`src/fde_pkg.sv`:
```
`timescale 1ns / 1ps
// ----------------------------------------------------------------------------
// fde_pkg
// Shared types and constants of the packed 4bpp framebuffer draw engine.
// ----------------------------------------------------------------------------
package fde_pkg;

	// default screen size
	localparam int DEF_SCREEN_WIDTH  = 320;
	localparam int DEF_SCREEN_HEIGHT = 240;

	// coordinate and count widths
	localparam int X_W   = 10;
	localparam int Y_W   = 9;
	localparam int CNT_W = 17;

	// font store
	localparam int FONT_DEPTH = 4096;
	localparam int FONT_AW    = 12;

	// command queue depth between front and back
	localparam int QDEPTH = 2;

	// command codes
	localparam logic [2:0] MODE_PUT   = 3'd0;
	localparam logic [2:0] MODE_GET   = 3'd1;
	localparam logic [2:0] MODE_FILL  = 3'd2;
	localparam logic [2:0] MODE_GLYPH = 3'd3;
	localparam logic [2:0] MODE_LOAD  = 3'd4;

	// command class seen by the back end
	typedef enum logic [2:0] {
		K_SOLID = 3'd0,
		K_GET   = 3'd1,
		K_GLYPH = 3'd2,
		K_LOAD  = 3'd3,
		K_NOP   = 3'd4
	} kind_t;

	// classified command, one queue entry
	typedef struct packed {
		kind_t            kind;
		logic             empty;
		logic [X_W-1:0]   x0;
		logic [Y_W-1:0]   y0;
		logic [X_W-1:0]   xe;
		logic [Y_W-1:0]   ye;
		logic [3:0]       pen;
		logic [7:0]       code;
		logic [3:0]       grow;
		logic [7:0]       fbits;
		logic             dbl;
	} cmd_t;

endpackage

```
`src/fde_queue.sv`:
```
`timescale 1ns / 1ps
// ----------------------------------------------------------------------------
// fde_queue
// Short command queue that decouples the front end from the draw back end.
// ----------------------------------------------------------------------------
module fde_queue (
	input  logic          clk,
	input  logic          arst_n,
	input  logic          push,
	input  fde_pkg::cmd_t din,
	output logic          full,
	input  logic          pop,
	output logic          nonempty,
	output fde_pkg::cmd_t dout
);
	import fde_pkg::*;

	localparam int PTR_W = (QDEPTH > 1) ? $clog2(QDEPTH) : 1;
	localparam int CNT_QW = $clog2(QDEPTH + 1);

	cmd_t              entry_q [QDEPTH];
	logic [PTR_W-1:0]  wr_ptr_q, rd_ptr_q;
	logic [CNT_QW-1:0] cnt_q;

	assign full     = (cnt_q == CNT_QW'(QDEPTH));
	assign nonempty = (cnt_q != '0);
	assign dout     = entry_q[rd_ptr_q];

	// advance pointers and fill count
	always_ff @(posedge clk or negedge arst_n) begin
		if (!arst_n) begin
			wr_ptr_q <= '0;
			rd_ptr_q <= '0;
			cnt_q    <= '0;
		end else begin
			if (push) begin
				wr_ptr_q <= (wr_ptr_q == PTR_W'(QDEPTH - 1)) ? '0 : wr_ptr_q + PTR_W'(1);
			end
			if (pop) begin
				rd_ptr_q <= (rd_ptr_q == PTR_W'(QDEPTH - 1)) ? '0 : rd_ptr_q + PTR_W'(1);
			end
			if (push && !pop) begin
				cnt_q <= cnt_q + CNT_QW'(1);
			end else if (pop && !push) begin
				cnt_q <= cnt_q - CNT_QW'(1);
			end
		end
	end

	// store the entry
	always_ff @(posedge clk) begin
		if (push) begin
			entry_q[wr_ptr_q] <= din;
		end
	end

endmodule

```
`config.mk`:
```
export PLATFORM = sky130hd
export DESIGN_NAME = fde_queue
export DESIGN_NICKNAME = d
export VERILOG_FILES = /design/src/fde_pkg.sv /design/src/fde_queue.sv
export SDC_FILE = /design/constraint.sdc
export NUM_CORES = 1
export LEC_CHECK = 0
export ABC_AREA = 1
export BUFFER_PORTS_ARGS = -buffer_cell sky130_fd_sc_hd__buf_2
export CORE_ASPECT_RATIO = 1.5
export CORE_UTILIZATION = 56
export CTS_CLUSTER_DIAMETER = 100
export DETAILED_ROUTE_END_ITERATION = 6
export PLACE_DENSITY = 0.91
export SYNTH_ARGS = -nofsm -noshare
export SYNTH_HDL_FRONTEND = slang
export SYNTH_SLANG_ARGS = --single-unit
```
`constraint.sdc`:
```
create_clock -name clk -period 5.5 [get_ports clk]
set_input_delay 1.1 -clock clk [delete_from_list [all_inputs] [get_ports clk]]
set_output_delay 1.1 -clock clk [all_outputs]
set_load 0.01 [all_outputs]
```
==> impl_metrics.tcl <==
set metrics [dict create \
    cts_buffer_depth 2 \
    synth-async-reset-ratio_pct 2.899 \
    vias_per_cell 5.039 \
    final_net_count 458 \
    n_antenna_cell 0 \
    crit_end "dout[53]" \
    die_w_um 80.17 \
    stdcell_count 508 \
    dp_hpwl_mm 5.319 \
    peakVddDrop_v 0.0004479 \
    powerDensity_nw_per_um2 530.4 \
    synth_top_family_by_area "multiplexers" \
    yosys.cell_types.count 15 \
    avgSynthCellArea_um2 21.93 \
    grt_pass1_vias 2647 \
    cap_violations 0 \
    arrival_ns 2.09 \
    ant_nets 0 \
    setup_viol 0 \
    die_h_um 119.3 \
    worstPathMaxFanout 68 \
    drc 0 \
    post-route-cell-area_um2 6485 \
    reg2reg_to "entry_q[0][65]$_DFFE_PP_" \
    fin_tns_setup_ns 0 \
    worstSetupEndpointType "output port" \
    leakage_uw 0.002563 \
    die_area_um2 9560 \
    num_rows 42 \
    fp.coreArea_um2 8881 \
    syn_nets 306 \
    dp.cells 477 \
    hold_viol_final 0 \
    r2r-start "wr_ptr_q$_DFFE_PN0P_" \
    cts_tree "done" \
    post-synth-top-area-fraction_pct 78.40 \
    yosys_most_used_dff "edfxtp_1" \
    grt_pass1_wl_mm 12.15 \
    cts_sinks 138 \
    clk_latency_ns 0.41 \
    post_dp_cell_area_um2 5919 \
    synthXorXnorAreaFrac_pct 0.5119 \
    yosysWarnings 0 \
    yosys_register_bits 138 \
    cts_resized 0 \
    io_buffers 139 \
    synthTopCellsByCount "edfxtp_1 (134), mux2_2 (47), mux2_4 (20)" \
    syn-instance-count 234 \
    critPathLaunchType "register" \
    cts_hold_buf 0 \
    fillCellCount 556 \
    seqCellArea_um2 4128 \
    synth_most_common_cell "edfxtp_1" \
    clock.fmax_mhz 313.7 \
    antenna_found_initial 0 \
    synth_area_leaders "edfxtp_1 (78%), mux2_2 (10%), mux2_4 (5.9%), dfrtp_1 (2.0%), buf_8 (0.59%)" \
    io_pins 140 \
    multiInputGateArea_um2 917.1 \
    hold_path_startpoint "cnt_q[1]$_DFFE_PN0P_" \
    critPathMaxStageDelay_ns 1.06 \
    synth_mux_area_share_pct 16.16 \
    synthAdderAreaFrac_pct 0.2438 \
    overflow 0 \
    start_util_pct 57.79 \
    drt-total-wl_mm 8.079 \
    path_class "register to output port" \
    yosysSeqAreaShare_pct 80.35 \
    dr.pass1.iters 6 \
    hold_path.class "register to register" \
    cts-root-buf "clkbuf_16" \
    grt_max_degree 69 \
    whs_ns 0.4672 \
    relSlewSlack_pct 34.89 \
    skew_ns 0.004494 \
    place_ws_ns 2.521 \
    fin_crit_ns 3.188 \
    worst_pin_slew_ns 0.9766 \
    setup_ws_ns 2.312 \
    status "completed" \
    post-route-period-util_pct 57.97 \
    cts_buffers 17 \
    synth_compound_area_share_pct 0 \
    reg2reg_depth 2 \
    path_cells "mux2_2 -> buf_2" \
    syn2layout_area_growth_pct 26.35 \
    drive_gt1_share_pct 59.30 \
    crit_path_start "rd_ptr_q$_DFFE_PN0P_" \
    num_vias 2560 \
    synth_area_leader_cell "edfxtp_1" \
    synth_edf_count 134 \
    cts_setup_buffers 0 \
    gp_congestion 0.6896 \
    path_clk_slew_ns 0.05 \
    drtIter0Drc 95 \
    netlist_area_um2 5132 \
    wire_per_inst_um 15.90 \
    grt_usage_pct 18.38 \
    critPathRequiredTime_ns 4.40 \
    final_max_slew_viol_count 0 \
    crit_path_top_delay_cell "dfrtp_4" \
    synth-simple-area-share_pct 0.8045 \
    rsz0062_at_grt "no" \
    htree_levels 4 \
    regToRegSetupSlack_ns 3.43 \
]
==> cells in the final DEF (no fill, tap or decap), drive strengths merged <==
master and instances:
clkinv 7, ha 1, clkbuf 20, nand2 6
bufinv 3, nand4 1, nor2 2, dfrtp 4
clkinvlp 1, nand3 1, buf 141, xnor2 1
xor2 2, inv 7, mux2 67, edfxtp 134
==> kinds of logic (layout without fill, tap and decap cells) <==
family	after synthesis	after routing
adders and majority gates	1	1
DFF	138	138
and+or+nand+nor	10	10
xor gates and xnor gates	3	3
muxes	67	67
buffers and inverters	15	179
==> worst min path at each step <==
stage,depth (start not counted),end
2_1_floorplan,2,cnt_q[1]$_DFFE_PN0P_
3_3_place_gp,2,cnt_q[1]$_DFFE_PN0P_
3_5_place_dp,2,cnt_q[1]$_DFFE_PN0P_
4_1_cts,1,rd_ptr_q$_DFFE_PN0P_
5_1_grt,1,rd_ptr_q$_DFFE_PN0P_
6_report,2,cnt_q[1]$_DFFE_PN0P_
==> state kept, by name, summed over array words and instances (netlist names) <==
register	flops
rd_ptr_q	1
cnt_q	2
entry_q	134
wr_ptr_q	1
==> worst max-delay path, delay by kind of cell, from the launching register on <==
| family | cells | cell delay [ns] |
|---|---|---|
| flip-flops | 1 | 1.06 |
| multiplexers | 1 | 0.43 |
| buffers and inverters | 1 | 0.14 |
==> final cells by class <==
cell class / count / share of cell area, %
repair buffers: 141 / 10.96
inverters: 7 / 0.4052
flip-flops and latches: 138 / 63.65
multi-input cells: 81 / 14.14
clock inverters: 11 / 1.987
clock buffers: 20 / 6.734
well taps: 110 / 2.122
==> layer usage <==
metal  GRT usage [%]  vias up  wire length (µm)
li1                -     1212                 -
met1           18.36     1238              2880
met2           31.84       93              4481
met3           6.667       17               518
met4           10.83        0               199
met5               0        -                 0
==> stage by stage <==
step	util, %	total power (µW)
3_5_place_dp	66.65	2408
3_3_place_gp	66.65	2380
2_1_floorplan	-	2127
4_1_cts	73.02	3483
6_report	73.02	3440
5_1_grt	73.02	3597
==> power by group <==
group	total, µW	internal (µW)	switching (µW)
Combinational	818	443	375
Sequential	1560	1400	156
Clock	1070	700	367
Note: power is estimated with default switching activity, not from simulation.
