===== src/fde_pkg.sv =====
`timescale 1ns / 1ps
// ----------------------------------------------------------------------------
// fde_pkg
// Shared types and constants of the packed 4bpp framebuffer draw engine.
// ----------------------------------------------------------------------------
package fde_pkg;

	// default screen size
	localparam int DEF_SCREEN_WIDTH  = 320;
	localparam int DEF_SCREEN_HEIGHT = 240;

	// coordinate and count widths
	localparam int X_W   = 10;
	localparam int Y_W   = 9;
	localparam int CNT_W = 17;

	// font store
	localparam int FONT_DEPTH = 4096;
	localparam int FONT_AW    = 12;

	// command queue depth between front and back
	localparam int QDEPTH = 2;

	// command codes
	localparam logic [2:0] MODE_PUT   = 3'd0;
	localparam logic [2:0] MODE_GET   = 3'd1;
	localparam logic [2:0] MODE_FILL  = 3'd2;
	localparam logic [2:0] MODE_GLYPH = 3'd3;
	localparam logic [2:0] MODE_LOAD  = 3'd4;

	// command class seen by the back end
	typedef enum logic [2:0] {
		K_SOLID = 3'd0,
		K_GET   = 3'd1,
		K_GLYPH = 3'd2,
		K_LOAD  = 3'd3,
		K_NOP   = 3'd4
	} kind_t;

	// classified command, one queue entry
	typedef struct packed {
		kind_t            kind;
		logic             empty;
		logic [X_W-1:0]   x0;
		logic [Y_W-1:0]   y0;
		logic [X_W-1:0]   xe;
		logic [Y_W-1:0]   ye;
		logic [3:0]       pen;
		logic [7:0]       code;
		logic [3:0]       grow;
		logic [7:0]       fbits;
		logic             dbl;
	} cmd_t;

endpackage


===== src/fde_front.sv =====
`timescale 1ns / 1ps
// ----------------------------------------------------------------------------
// fde_front
// Accepts command beats, classifies them and clips their box to the screen.
// ----------------------------------------------------------------------------
module fde_front #(
	parameter int SCREEN_WIDTH  = fde_pkg::DEF_SCREEN_WIDTH,
	parameter int SCREEN_HEIGHT = fde_pkg::DEF_SCREEN_HEIGHT
) (
	input  logic              in_valid,
	output logic              in_ready,
	input  logic [2:0]        mode,
	input  logic [8:0]        pos_x,
	input  logic [7:0]        pos_y,
	input  logic [9:0]        end_x,
	input  logic [8:0]        end_y,
	input  logic [3:0]        pen_color,
	input  logic [7:0]        char_code,
	input  logic [3:0]        glyph_row,
	input  logic [7:0]        font_bits,
	input  logic              double_size,
	input  logic              q_full,
	input  logic              clearing,
	output logic              push,
	output fde_pkg::cmd_t     cmd
);
	import fde_pkg::*;

	localparam logic [X_W-1:0] W_X = X_W'(SCREEN_WIDTH);
	localparam logic [Y_W-1:0] H_Y = Y_W'(SCREEN_HEIGHT);

	logic [X_W-1:0] x_lo, x_raw, x_end;
	logic [Y_W-1:0] y_lo, y_raw, y_end;
	kind_t          kind;

	assign x_lo = {1'b0, pos_x};
	assign y_lo = {1'b0, pos_y};

	// classify and pick the raw exclusive box ends
	always_comb begin
		kind  = K_NOP;
		x_raw = x_lo;
		y_raw = y_lo;
		case (mode)
			MODE_PUT, MODE_GET: begin
				kind  = (mode == MODE_PUT) ? K_SOLID : K_GET;
				x_raw = x_lo + X_W'(1);
				y_raw = y_lo + Y_W'(1);
			end
			MODE_FILL: begin
				kind  = K_SOLID;
				x_raw = end_x;
				y_raw = end_y;
			end
			MODE_GLYPH: begin
				kind  = K_GLYPH;
				x_raw = x_lo + (double_size ? X_W'(16) : X_W'(8));
				y_raw = y_lo + (double_size ? Y_W'(32) : Y_W'(16));
			end
			MODE_LOAD: begin
				kind = K_LOAD;
			end
			default: begin
				kind = K_NOP;
			end
		endcase
	end

	// clip to the screen
	assign x_end = (x_raw > W_X) ? W_X : x_raw;
	assign y_end = (y_raw > H_Y) ? H_Y : y_raw;

	assign in_ready = !q_full && !clearing;
	assign push     = in_valid && in_ready;

	always_comb begin
		cmd.kind  = kind;
		cmd.empty = (x_end <= x_lo) || (y_end <= y_lo);
		cmd.x0    = x_lo;
		cmd.y0    = y_lo;
		cmd.xe    = x_end;
		cmd.ye    = y_end;
		cmd.pen   = pen_color;
		cmd.code  = char_code;
		cmd.grow  = glyph_row;
		cmd.fbits = font_bits;
		cmd.dbl   = double_size;
	end

endmodule


===== config.mk =====
export PLATFORM = sky130hd
export DESIGN_NAME = fde_front
export DESIGN_NICKNAME = d
export VERILOG_FILES = /design/src/fde_pkg.sv /design/src/fde_front.sv
export SDC_FILE = /design/constraint.sdc
export NUM_CORES = 1
export LEC_CHECK = 0
export BUFFER_PORTS_ARGS = -buffer_cell sky130_fd_sc_hd__buf_2
export CAP_MARGIN = 15
export CORE_AREA = 2 2 71 73
export DETAILED_ROUTE_END_ITERATION = 7
export DIE_AREA = 0 0 73 75
export MAX_ROUTING_LAYER = met4
export PLACE_DENSITY = 0.83
export SYNTH_ARGS = -nofsm -noshare
export SYNTH_HDL_FRONTEND = slang
export SYNTH_SLANG_ARGS = --single-unit

===== constraint.sdc =====
create_clock -name vclk -period 10.6
set_input_delay 3.18 -clock vclk [all_inputs]
set_output_delay 3.18 -clock vclk [all_outputs]
set_load 0.02 [all_outputs]

==> reports/results.ini <==
[sta]
slew_violations=0
slew_headroom=0.638
setup_ws_ns=0.423
tightest_slew_ns=0.542
setup_viol=0
fin_hold_ws_ns=6.36
clock.fmax_ghz=0.0983
fin_crit_sh=0.960
period_needed_ns=10.18
hold_viol_final=0
rsz0062_at_grt=no
fin_tns_setup_ns=0

[placed_design]
portBuffers=84
place_ws_ns=0.502
dp_hpwl_um=4420
place_congestion=0.931

[synthesis]
syn_area_um2=2040
synth.distinct_cells=62
synth-seq-area-share=0
synth_top_family_by_area=simple AND/OR/NAND/NOR gates
synthTopCellsByArea=buf_4 (18%), ha_1 (13%), a21oi_1 (6.4%), nand2_1 (3.7%), nor2_1 (3.7%)
synthSimpleGateAreaFrac=0.302
synth_compound_area_frac=0.263
synthAdderAreaFrac=0.129
synth_xor_area_frac=0.0129
syn_inst=298
yosys.area.top_type=buf_4
synthMuxAreaShare=0.0362
synth_top_area_share=0.177
syn_area_per_cell_um2=6.84
synth_warnings=0

[critical_path]
worst-setup-path-type=in -> out
startpoint_type=primary input
critPathRequiredTime_ns=7.42
crit_fanout=13
end_kind=output port
arrival_ns=7.00

[drt]
vias=2200
vias_per_cell=5.77
wl_per_cell_um=13.9
wirelength_um=5310
first_iter_violations=132
drtPass1Iterations=4
antenna_left=0
drc=0

[power_and_ir_drop]
p_per_area_nw_per_um2=54.8
switchingPower_mw=0.0720
ir_worst_vdd_uv=30.0
internal-power_mw=0.0442
combPwrFrac=1.000
p_leak_nw=1.02
power_frac_clock=0
pwr-share-seq=0
netSwitchingFraction=0.620

[finish]
seq_area_um2=0
fin_util=0.455
final_layout_size_suffix_gt1_frac=0.330
clkbuf_count=0
layout.nets=417
syn_to_final_growth_pct=3.99
fill_cells=475
design.seq.count=0
diodes=0

[global_routing]
grt_pass1_vias=1901
overflow=0
grt_use_met1=0.247
grt_util_met3=0.0147
grt_start_max_net_pins=49
busiest_layer=met2
grt_pass1_wl_um=8460
use_met2=0.319
grt_util_all_layers=0.189
antenna_found_initial=0

[die]
rows=25
core_area_um2=4660
initial_core_util=0.438
fp.dieH_um=75
dieArea_um2=5480
io_pins=136
die_w_um=73

[clocking]
ctsResizeCount=0
hold_buffers=0
cts_setup_buffers=0

[run_status]
status=finished clean

[min_path]
hold_class=in -> out

[flow_run]
max-cap-violations=0

[power groups by stage]
| stage | clock, mW | sequential [mW] | combinational (mW) |
|---|---|---|---|
| floorplan | 0 | 0 | 0.100 |
| global placement | 0 | 0 | 0.113 |
| detailed placement | 0 | 0 | 0.115 |
| CTS | 0 | 0 | 0.116 |
| global route | 0 | 0 | 0.129 |
| finish | 0 | 0 | 0.116 |
[placed cells by master (no fill, tap or decap), drive strengths merged, types with 5 or more instances in the layout]
cell type,count
buf,88
a21oi,27
ha,21
nor2,21
nand2,21
inv,19
nor3,15
nand3,10
o21ai,10
o22ai,6
nand4,5
nor2b,5
or2,5
a211oi,5
[stage by stage]
| step | total power, mW | instances | area, µm² |
|---|---|---|---|
| global placement | 0.113 | 381 | 2120 |
| finish | 0.116 | 381 | 2120 |
| global route | 0.129 | 381 | 2120 |
| floorplan | 0.100 | 301 | 2050 |
| CTS | 0.116 | 381 | 2120 |
| detailed placement | 0.115 | 381 | 2120 |
[synthesized netlist by cell type (4+ instances only)]
| library cell | number |
|---|---|
| buf_4 | 48 |
| a21oi_1 | 26 |
| ha_1 | 21 |
| nand2_1 | 20 |
| nor2_1 | 20 |
| inv_1 | 19 |
| nor3_1 | 14 |
| buf_2 | 9 |
| nand3_1 | 9 |
| o21ai_0 | 8 |
| o22ai_1 | 6 |
| nand4_1 | 5 |
| and2_1 | 4 |
| mux2i_1 | 4 |
| nand2b_1 | 4 |
| nor2b_1 | 4 |
| nor3b_1 | 4 |
[critical path: stages]
cell and delay, ns:
buf_2 0.10, nand3b_2 0.21, buf_4 0.21, ha_1 0.21
ha_1 0.20, nand2_1 0.18, nor2_1 0.11, nor4_1 0.24
nor3_1 0.10, a211oi_2 0.41, or2_1 0.21, nor3b_1 0.28
ha_1 0.29, nand4_1 0.10, nor2_1 0.06, nor2_1 0.08
a21oi_1 0.07, a211oi_1 0.45, a211o_1 0.15, buf_2 0.15
[layout make-up]
cell class | count | area (µm²) | area share
Inverter | 19 | 71.3 | 0.0336
Multi-Input combinational cell | 220 | 1530 | 0.722
Tap cell | 54 | 67.6 | 0.0319
Timing Repair Buffer | 88 | 450 | 0.212
[routing by layer]
layer	up-vias	wire length, µm
met5	-	0
met4	0	37
met3	6	296
met2	81	2620
met1	1021	2350
li1	1092	-
[final timing paths]
path	slack, ns	cells after the start	start	to
worst min-delay path	6.36	0	glyph_row[3]	cmd[12]
worst max-delay path	0.42	20	mode[2]	cmd[63]
[kinds of logic after synthesis]
kind of cell,after synthesis
buffers and inverters,81
xor gates and xnor gates,3
AOI/OAI and AO/OA,77
muxes,7
and+or+nand+nor,108
other,1
adders and majority gates,21
Power figures use the tool's default switching activity.
